$ cat config.mk
export PLATFORM = sky130hd
export DESIGN_NAME = elevator_floor_controller
export DESIGN_NICKNAME = d
export VERILOG_FILES = /design/src/rtl/core/efc_pkg.sv /design/src/rtl/core/elevator_floor_controller.sv /design/src/rtl/core/efc_regs.sv /design/src/rtl/core/efc_core.sv /design/src/rtl/core/efc_queue.sv
export SDC_FILE = /design/constraint.sdc
export NUM_CORES = 1
export LEC_CHECK = 0
export BUFFER_PORTS_ARGS = -buffer_cell sky130_fd_sc_hd__buf_2
export CAP_MARGIN = 25
export CELL_PAD_IN_SITES_DETAIL_PLACEMENT = 1
export CELL_PAD_IN_SITES_GLOBAL_PLACEMENT = 2
export CORE_MARGIN = 2
export CORE_UTILIZATION = 25
export CTS_CLUSTER_SIZE = 8
export DETAILED_ROUTE_END_ITERATION = 12
export PLACE_DENSITY_LB_ADDON = 0.1
export SLEW_MARGIN = 20
export SYNTH_ARGS = -nofsm -noshare
export SYNTH_HDL_FRONTEND = slang
export SYNTH_SLANG_ARGS = --single-unit
$ cat constraint.sdc
create_clock -name clk -period 7.9 [get_ports clk]
set_input_delay 1.975 -clock clk [delete_from_list [all_inputs] [get_ports clk]]
set_output_delay 1.975 -clock clk [all_outputs]
set_load 0.005 [all_outputs]
$ cat src/rtl/core/efc_pkg.sv
// Types, codes and constants shared by the elevator floor controller modules.
`default_nettype none
package efc_pkg;

    localparam logic [1:0] ACT_KEY   = 2'd0;
    localparam logic [1:0] ACT_PULSE = 2'd1;
    localparam logic [1:0] ACT_TICK  = 2'd2;
    localparam logic [1:0] ACT_STEP  = 2'd3;

    localparam logic [1:0] MODE_DOWN = 2'd0;
    localparam logic [1:0] MODE_UP   = 2'd1;
    localparam logic [1:0] MODE_STOP = 2'd2;

    localparam logic [1:0] REG_TOP_FLOOR   = 2'd0;
    localparam logic [1:0] REG_HOME_FLOOR  = 2'd1;
    localparam logic [1:0] REG_PULSES      = 2'd2;
    localparam logic [1:0] REG_IDLE_TIMEOUT = 2'd3;

    localparam logic [3:0]  RST_TOP_FLOOR    = 4'd9;
    localparam logic [3:0]  RST_HOME_FLOOR   = 4'd5;
    localparam logic [3:0]  RST_PULSES       = 4'd3;
    localparam logic [15:0] RST_IDLE_TIMEOUT = 16'd3000;
    localparam logic [3:0]  RST_FLOOR_NOW    = 4'd1;
    localparam logic [3:0]  RST_FLOOR_GOAL   = 4'd7;
    localparam logic [3:0]  MIN_TOP_FLOOR    = 4'd2;
    localparam logic [15:0] TICKS_MAX        = 16'hFFFF;

    typedef struct packed {
        logic [1:0] action;
        logic [3:0] floor_key;
    } in_t;

    typedef struct packed {
        logic [3:0] coils;
        logic       door_open;
        logic [1:0] direction;
        logic [3:0] current_floor;
        logic [3:0] target_floor;
        logic       direction_changed;
        logic       last;
    } out_t;

    typedef struct packed {
        logic [3:0]  top_floor;
        logic [3:0]  home_floor;
        logic [3:0]  pulses_per_floor;
        logic [15:0] idle_timeout;
    } cfg_t;

    function automatic logic [7:0] fwd_pattern(input logic [1:0] phase);
        logic [7:0] pat;
        case (phase)
            2'd0:    pat = 8'h8C;
            2'd1:    pat = 8'h46;
            2'd2:    pat = 8'h23;
            default: pat = 8'h19;
        endcase
        return pat;
    endfunction

    function automatic logic [7:0] rev_pattern(input logic [1:0] phase);
        logic [7:0] pat;
        case (phase)
            2'd0:    pat = 8'h13;
            2'd1:    pat = 8'h26;
            2'd2:    pat = 8'h4C;
            default: pat = 8'h89;
        endcase
        return pat;
    endfunction

endpackage
`default_nettype wire

$ cat src/rtl/core/elevator_floor_controller.sv
// Top level of the elevator floor controller with stepper half-step drive.
// Results of a request are written into the result queue registers when it is taken.
// Throughput: one request per cycle for key, sensor, tick and stopping requests
// while in_stall is low; a stepping request gives two results, which leave one at
// a time through the single output port of the four-entry result queue.
// Reset: configuration to defaults, car at floor 1 heading for 7, queue empty.
`default_nettype none
module elevator_floor_controller
    import efc_pkg::*;
(
    input  wire logic        clk,
    input  wire logic        rst_n,
    input  wire logic        in_valid,
    output logic             in_stall,
    input  wire in_t         in_data,
    output logic             out_valid,
    input  wire logic        out_stall,
    output out_t             out_data,
    input  wire logic        cfg_valid,
    output logic             cfg_ready,
    input  wire logic [1:0]  cfg_index,
    input  wire logic [15:0] cfg_data
);

    cfg_t cfg;
    out_t res_first;
    out_t res_second;
    logic res_pair;
    logic accept;
    logic pop;
    logic room;

    assign cfg_ready = 1'b1;
    assign in_stall  = !room;
    assign accept    = in_valid && room;
    assign pop       = out_valid && !out_stall;

    efc_regs u_regs (
        .clk   (clk),
        .rst_n (rst_n),
        .wr    (cfg_valid && cfg_ready),
        .index (cfg_index),
        .data  (cfg_data),
        .cfg   (cfg)
    );

    efc_core u_core (
        .clk        (clk),
        .rst_n      (rst_n),
        .accept     (accept),
        .req        (in_data),
        .cfg        (cfg),
        .res_first  (res_first),
        .res_second (res_second),
        .res_pair   (res_pair)
    );

    efc_queue u_queue (
        .clk       (clk),
        .rst_n     (rst_n),
        .push      (accept),
        .push_two  (res_pair),
        .item_a    (res_first),
        .item_b    (res_second),
        .pop       (pop),
        .head      (out_data),
        .not_empty (out_valid),
        .room      (room)
    );

    a_pair_follows: assert property (@(posedge clk) disable iff (!rst_n)
        out_valid && !out_stall && !out_data.last |=> out_valid && out_data.last)
        else $error("second half-step result missing");

    a_door_stopped: assert property (@(posedge clk) disable iff (!rst_n)
        out_valid && out_data.door_open |-> out_data.direction == MODE_STOP)
        else $error("door open while car not stopped");

    a_step_moving: assert property (@(posedge clk) disable iff (!rst_n)
        out_valid && !out_data.last |-> out_data.direction != MODE_STOP && !out_data.door_open)
        else $error("half-step result while stopped");

endmodule
`default_nettype wire

$ cat src/rtl/core/efc_regs.sv
// Configuration register file of the elevator floor controller.
`default_nettype none
module efc_regs
    import efc_pkg::*;
(
    input  wire logic        clk,
    input  wire logic        rst_n,
    input  wire logic        wr,
    input  wire logic [1:0]  index,
    input  wire logic [15:0] data,
    output cfg_t             cfg
);

    cfg_t cfg_reg;

    always_ff @(posedge clk or negedge rst_n)
    begin
        if (!rst_n)
        begin
            cfg_reg.top_floor        <= RST_TOP_FLOOR;
            cfg_reg.home_floor       <= RST_HOME_FLOOR;
            cfg_reg.pulses_per_floor <= RST_PULSES;
            cfg_reg.idle_timeout     <= RST_IDLE_TIMEOUT;
        end
        else if (wr)
        begin
            case (index)
                REG_TOP_FLOOR:    cfg_reg.top_floor        <= data[3:0];
                REG_HOME_FLOOR:   cfg_reg.home_floor       <= data[3:0];
                REG_PULSES:       cfg_reg.pulses_per_floor <= data[3:0];
                REG_IDLE_TIMEOUT: cfg_reg.idle_timeout     <= data;
                default:          cfg_reg <= cfg_reg;
            endcase
        end
    end

    assign cfg = cfg_reg;

endmodule
`default_nettype wire

$ cat src/rtl/core/efc_core.sv
// Car state and result formation for one request of the elevator floor controller.
`default_nettype none
module efc_core
    import efc_pkg::*;
(
    input  wire logic clk,
    input  wire logic rst_n,
    input  wire logic accept,
    input  wire in_t  req,
    input  wire cfg_t cfg,
    output out_t      res_first,
    output out_t      res_second,
    output logic      res_pair
);

    logic [3:0]  floor_now_reg,  floor_now_next;
    logic [3:0]  floor_goal_reg, floor_goal_next;
    logic [3:0]  pulse_count_reg, pulse_count_next;
    logic [1:0]  run_mode_reg,   run_mode_next;
    logic [1:0]  prior_mode_reg, prior_mode_next;
    logic        waiting_reg,    waiting_next;
    logic [15:0] wait_ticks_reg, wait_ticks_next;
    logic [1:0]  up_phase_reg,   up_phase_next;
    logic [1:0]  down_phase_reg, down_phase_next;
    logic        door_reg,       door_next;

    logic [3:0] top;
    logic [3:0] home;
    logic [3:0] pulse_inc;
    logic [7:0] pattern;
    logic       timed_out;
    logic       changed;

    always_comb
    begin
        top = (cfg.top_floor < MIN_TOP_FLOOR) ? MIN_TOP_FLOOR : cfg.top_floor;
        if (cfg.home_floor == 4'd0)
            home = 4'd1;
        else if (cfg.home_floor > top)
            home = top;
        else
            home = cfg.home_floor;
        pulse_inc = pulse_count_reg + 4'd1;
        timed_out = (wait_ticks_reg >= cfg.idle_timeout);

        floor_now_next   = floor_now_reg;
        floor_goal_next  = floor_goal_reg;
        pulse_count_next = pulse_count_reg;
        run_mode_next    = run_mode_reg;
        prior_mode_next  = prior_mode_reg;
        waiting_next     = waiting_reg;
        wait_ticks_next  = wait_ticks_reg;
        up_phase_next    = up_phase_reg;
        down_phase_next  = down_phase_reg;
        door_next        = door_reg;
        pattern          = 8'h00;
        res_pair         = 1'b0;

        case (req.action)
            ACT_KEY:
            begin
                if ((req.floor_key != 4'd0) && (req.floor_key <= top))
                begin
                    floor_goal_next = req.floor_key;
                    waiting_next    = 1'b0;
                    wait_ticks_next = '0;
                end
            end
            ACT_PULSE:
            begin
                if (pulse_inc >= cfg.pulses_per_floor)
                begin
                    pulse_count_next = '0;
                    if (run_mode_reg == MODE_DOWN)
                        floor_now_next = (floor_now_reg <= 4'd1) ? 4'd1
                                                                 : floor_now_reg - 4'd1;
                    else if (run_mode_reg == MODE_UP)
                        floor_now_next = (floor_now_reg >= top) ? top
                                                                : floor_now_reg + 4'd1;
                end
                else
                begin
                    pulse_count_next = pulse_inc;
                end
            end
            ACT_TICK:
            begin
                if (waiting_reg && (wait_ticks_reg != TICKS_MAX))
                    wait_ticks_next = wait_ticks_reg + 16'd1;
            end
            default:
            begin
                prior_mode_next = run_mode_reg;
                if (floor_now_reg == floor_goal_reg)
                begin
                    if (timed_out)
                        floor_goal_next = home;
                    if (timed_out || !waiting_reg)
                        wait_ticks_next = '0;
                    run_mode_next = MODE_STOP;
                    waiting_next  = 1'b1;
                    door_next     = 1'b1;
                end
                else
                begin
                    res_pair  = 1'b1;
                    door_next = 1'b0;
                    if (floor_now_reg < floor_goal_reg)
                    begin
                        run_mode_next = MODE_UP;
                        pattern       = fwd_pattern(up_phase_reg);
                        up_phase_next = up_phase_reg + 2'd1;
                    end
                    else
                    begin
                        run_mode_next   = MODE_DOWN;
                        pattern         = rev_pattern(down_phase_reg);
                        down_phase_next = down_phase_reg + 2'd1;
                    end
                end
            end
        endcase

        changed = (req.action == ACT_STEP) && (run_mode_next != run_mode_reg);

        res_first.coils             = res_pair ? pattern[7:4] : 4'd0;
        res_first.door_open         = door_next;
        res_first.direction         = run_mode_next;
        res_first.current_floor     = floor_now_next;
        res_first.target_floor      = floor_goal_next;
        res_first.direction_changed = changed;
        res_first.last              = !res_pair;

        res_second       = res_first;
        res_second.coils = pattern[3:0];
        res_second.last  = 1'b1;
    end

    always_ff @(posedge clk or negedge rst_n)
    begin
        if (!rst_n)
        begin
            floor_now_reg   <= RST_FLOOR_NOW;
            floor_goal_reg  <= RST_FLOOR_GOAL;
            pulse_count_reg <= '0;
            run_mode_reg    <= MODE_UP;
            prior_mode_reg  <= MODE_UP;
            waiting_reg     <= 1'b0;
            wait_ticks_reg  <= '0;
            up_phase_reg    <= '0;
            down_phase_reg  <= '0;
            door_reg        <= 1'b0;
        end
        else if (accept)
        begin
            floor_now_reg   <= floor_now_next;
            floor_goal_reg  <= floor_goal_next;
            pulse_count_reg <= pulse_count_next;
            run_mode_reg    <= run_mode_next;
            prior_mode_reg  <= prior_mode_next;
            waiting_reg     <= waiting_next;
            wait_ticks_reg  <= wait_ticks_next;
            up_phase_reg    <= up_phase_next;
            down_phase_reg  <= down_phase_next;
            door_reg        <= door_next;
        end
    end

endmodule
`default_nettype wire

$ cat src/rtl/core/efc_queue.sv
// Result register queue that takes one or two results per request.
`default_nettype none
module efc_queue
    import efc_pkg::*;
(
    input  wire logic clk,
    input  wire logic rst_n,
    input  wire logic push,
    input  wire logic push_two,
    input  wire out_t item_a,
    input  wire out_t item_b,
    input  wire logic pop,
    output out_t      head,
    output logic      not_empty,
    output logic      room
);

    localparam int DEPTH = 4;
    localparam int PTR_W = $clog2(DEPTH);
    localparam int CNT_W = PTR_W + 1;

    out_t               mem [DEPTH];
    logic [PTR_W-1:0]   wr_ptr_reg, wr_ptr_next;
    logic [PTR_W-1:0]   rd_ptr_reg, rd_ptr_next;
    logic [CNT_W-1:0]   cnt_reg,    cnt_next;
    logic [PTR_W-1:0]   wr_ptr_b;
    logic               second;

    always_comb
    begin
        second      = push && push_two;
        wr_ptr_b    = wr_ptr_reg + PTR_W'(1);
        wr_ptr_next = wr_ptr_reg + PTR_W'(push) + PTR_W'(second);
        rd_ptr_next = rd_ptr_reg + PTR_W'(pop);
        cnt_next    = cnt_reg + CNT_W'(push) + CNT_W'(second) - CNT_W'(pop);
    end

    always_ff @(posedge clk)
    begin
        if (push)
            mem[wr_ptr_reg] <= item_a;
        if (second)
            mem[wr_ptr_b] <= item_b;
    end

    always_ff @(posedge clk or negedge rst_n)
    begin
        if (!rst_n)
        begin
            wr_ptr_reg <= '0;
            rd_ptr_reg <= '0;
            cnt_reg    <= '0;
        end
        else
        begin
            wr_ptr_reg <= wr_ptr_next;
            rd_ptr_reg <= rd_ptr_next;
            cnt_reg    <= cnt_next;
        end
    end

    assign head      = mem[rd_ptr_reg];
    assign not_empty = (cnt_reg != '0);
    assign room      = (cnt_reg <= CNT_W'(DEPTH - 2));

endmodule
`default_nettype wire
==> metrics <==
max frequency 0.225 GHz; Inserted Clock Buffers 17; Crit Path Category in -> reg; Leak 3.82 nW; Vias/cell 4.94; Chip Height 186 µm; Nets 894; Primary FF master, synth edfxtp_1; Util after Layout 0.295; post-route clock period utilization 0.563; Max Slew Vio Count 0; Synth Area in Simple Gates 0.138; CTS tree done; routability cong. 0.765; RSZ-0062 raised after global routing false; FP Rows 66; WL final 24.5 mm; setup TNS after final layout 0 ps; vias in the first global route 6,760; Clock Tree Buf Depth 2; EDFF count, synth 64; Final Hold Vio Count 0; crit path max fanout 17; Arrival @ worst endpoint 4520 ps; CP startpoint kind input pin; CTS Root Cell clkbuf_16; HP Class reg -> reg; Compound-Gate Fraction of Synth Area 0.178; power per standard cell area 324 mW/mm²; worst setup margin 3450 ps; Place WS 2980 ps; Worst-Skew Late Latency 440 ps; H-tree depth 4; Resized cells post-CTS 0; die area 0.0348 mm²; initial core utilization 0.255; clk_skew 13.8 ps; setup repair bufs after CTS 0; Routed Antenna Nets 0; Syn Inst Count 761; Post-Syn Area 0.00832 mm²; commonest non-fill, non-tap cell in the layout nor2_1; Initial DRT Pass Iterations 5; Seq/Total Area, Yosys 0.457; Largest register FFs 68; Critical Path End Type flop; Via Count 6,225; FFs w/ async S/R, synth 0.511; core area 0.0326 mm²; Boundary Pins 49; status finished, final reports clean; Hold-fix buffers, CTS 0; layout cells sized above 1 0.217; initial antenna violation count 0; register bit total from synthesis 139; Layout area overhead 15.5%; total clock sinks 139; first-pass GRT wire length 39.5 mm; largest net degree at the start of global routing 72; post-DP HPWL 18.4 mm; WP data required 7970 ps; setup violators final 0; DRC viols 0; Yosys warnings 0; Buffers on Ports 47; gr usage total 0.148; adder-cell share of the synthesized area 0.0914; wire length per cell 19.5 µm; largest family of logic cells by synthesized area compound AO/OA/AOI/OAI gates; Slew HR 0.344; Syn Nets 849; Cell variety after synth 98; Worst VDD drop 144 µV; Die X 186 µm; multiplexer share of the synthesized area 0.0851; Antenna Cells 0; Clk pin slew, worst setup/hold paths 60 ps; Mean Syn Cell Area 10.9 µm²; Final min period 4450 ps; most frequent cells in the layout nor2_1, edfxtp_1, inv_1; max_cap viols 0; Slew @ Worst Pin 981 ps; Iteration-0 DRC Markers 268; Post-Synth XOR/XNOR Area 0.00842; remaining global-route overflow 0
==> layer usage <==
layer  GRT usage  vias up  part of all wire
li1            -     2958                 -
met1       0.198     3169              0.49
met2       0.244       75              0.47
met3      0.0214       23             0.020
met4      0.0486        0             0.015
met5           0        -                 0
==> power by group <==
group	switching (W)	total [W]	internal, W
clock	0.000358	0.000828	0.000470
sequential	0.000170	0.00111	0.000938
combinational	0.000683	0.00117	0.000491
==> final timing paths <==
kind	from	end	slack [ps]	cells after the start
worst min-delay path	u_queue.mem[1][0]	u_queue.mem[1][0]	470	1
worst max register to register	u_regs.cfg[26]	u_queue.mem[0][4]	4320	9
min in group asynchronous	rst_n	u_regs.cfg[15]	1560	1
worst max-delay path	in_data[5]	u_queue.mem[2][14]	3450	9
worst min register to register	u_queue.mem[1][0]	u_queue.mem[1][0]	470	1
max in group asynchronous	rst_n	u_core.floor_now_reg[1]	5830	1
==> through the flow <==
step	hold slack, ps	total power, W	instances	cell area (µm²)
floorplan	436	0.00190	761	8320
global placement	445	0.00228	1229	9020
detailed placement	457	0.00232	1229	9020
CTS	472	0.00316	1261	9600
global route	497	0.00334	1261	9610
finish	469	0.00311	1261	9610
==> cell families after synthesis <==
| group | after synthesis |
|---|---|
| muxes | 46 |
| xor gates and xnor gates | 8 |
| DFF | 139 |
| and+or+nand+nor | 233 |
| other | 1 |
| buffers and inverters | 84 |
| adders and majority gates | 59 |
| AOI/OAI and AO/OA | 191 |
==> synth_stat cells (4+ instances only) <==
cell type | count | share of area
nand4_1 | 11 | 0.0083
dfxtp_1 | 4 | 0.0096
o21ai_0 | 28 | 0.017
xnor2_1 | 4 | 0.0042
o31a_1 | 5 | 0.0053
a21oi_1 | 34 | 0.020
xor2_1 | 4 | 0.0042
dfrtp_1 | 53 | 0.16
inv_1 | 58 | 0.026
a31oi_1 | 14 | 0.011
nor3_1 | 29 | 0.017
mux4_2 | 17 | 0.046
o21a_1 | 11 | 0.0099
mux2_2 | 28 | 0.038
buf_2 | 4 | 0.0024
a221o_1 | 5 | 0.0060
nand2_1 | 49 | 0.022
dfstp_2 | 18 | 0.057
and2_1 | 7 | 0.0053
edfxtp_1 | 64 | 0.23
o211ai_1 | 4 | 0.0036
clkbuf_1 | 15 | 0.0068
and3_1 | 9 | 0.0068
nor2b_1 | 6 | 0.0045
nor2_1 | 69 | 0.031
nand3_1 | 22 | 0.013
a21o_1 | 5 | 0.0045
nand2b_1 | 7 | 0.0053
a32o_1 | 4 | 0.0048
a22o_1 | 8 | 0.0084
o22ai_1 | 10 | 0.0075
ha_1 | 56 | 0.084
==> worst max-delay path: stages <==
cell and delay, ps:
buf_2 110, ha_1 460, inv_1 310, nor2_1 280, buf_4 260, nand2_1 70, o21bai_1 150, nand2_1 230
inv_1 650
==> final cells by class <==
class | instances | area [µm²]
Sequential cell | 139 | 3800
Timing Repair Buffer | 50 | 264
Multi-Input combinational cell | 538 | 4180
Clock buffer | 17 | 425
Inverter | 60 | 225
Clock inverter | 15 | 163
Fill cell | 3636 | 23000
Tap cell | 442 | 553
Power figures use the tool's default switching activity.
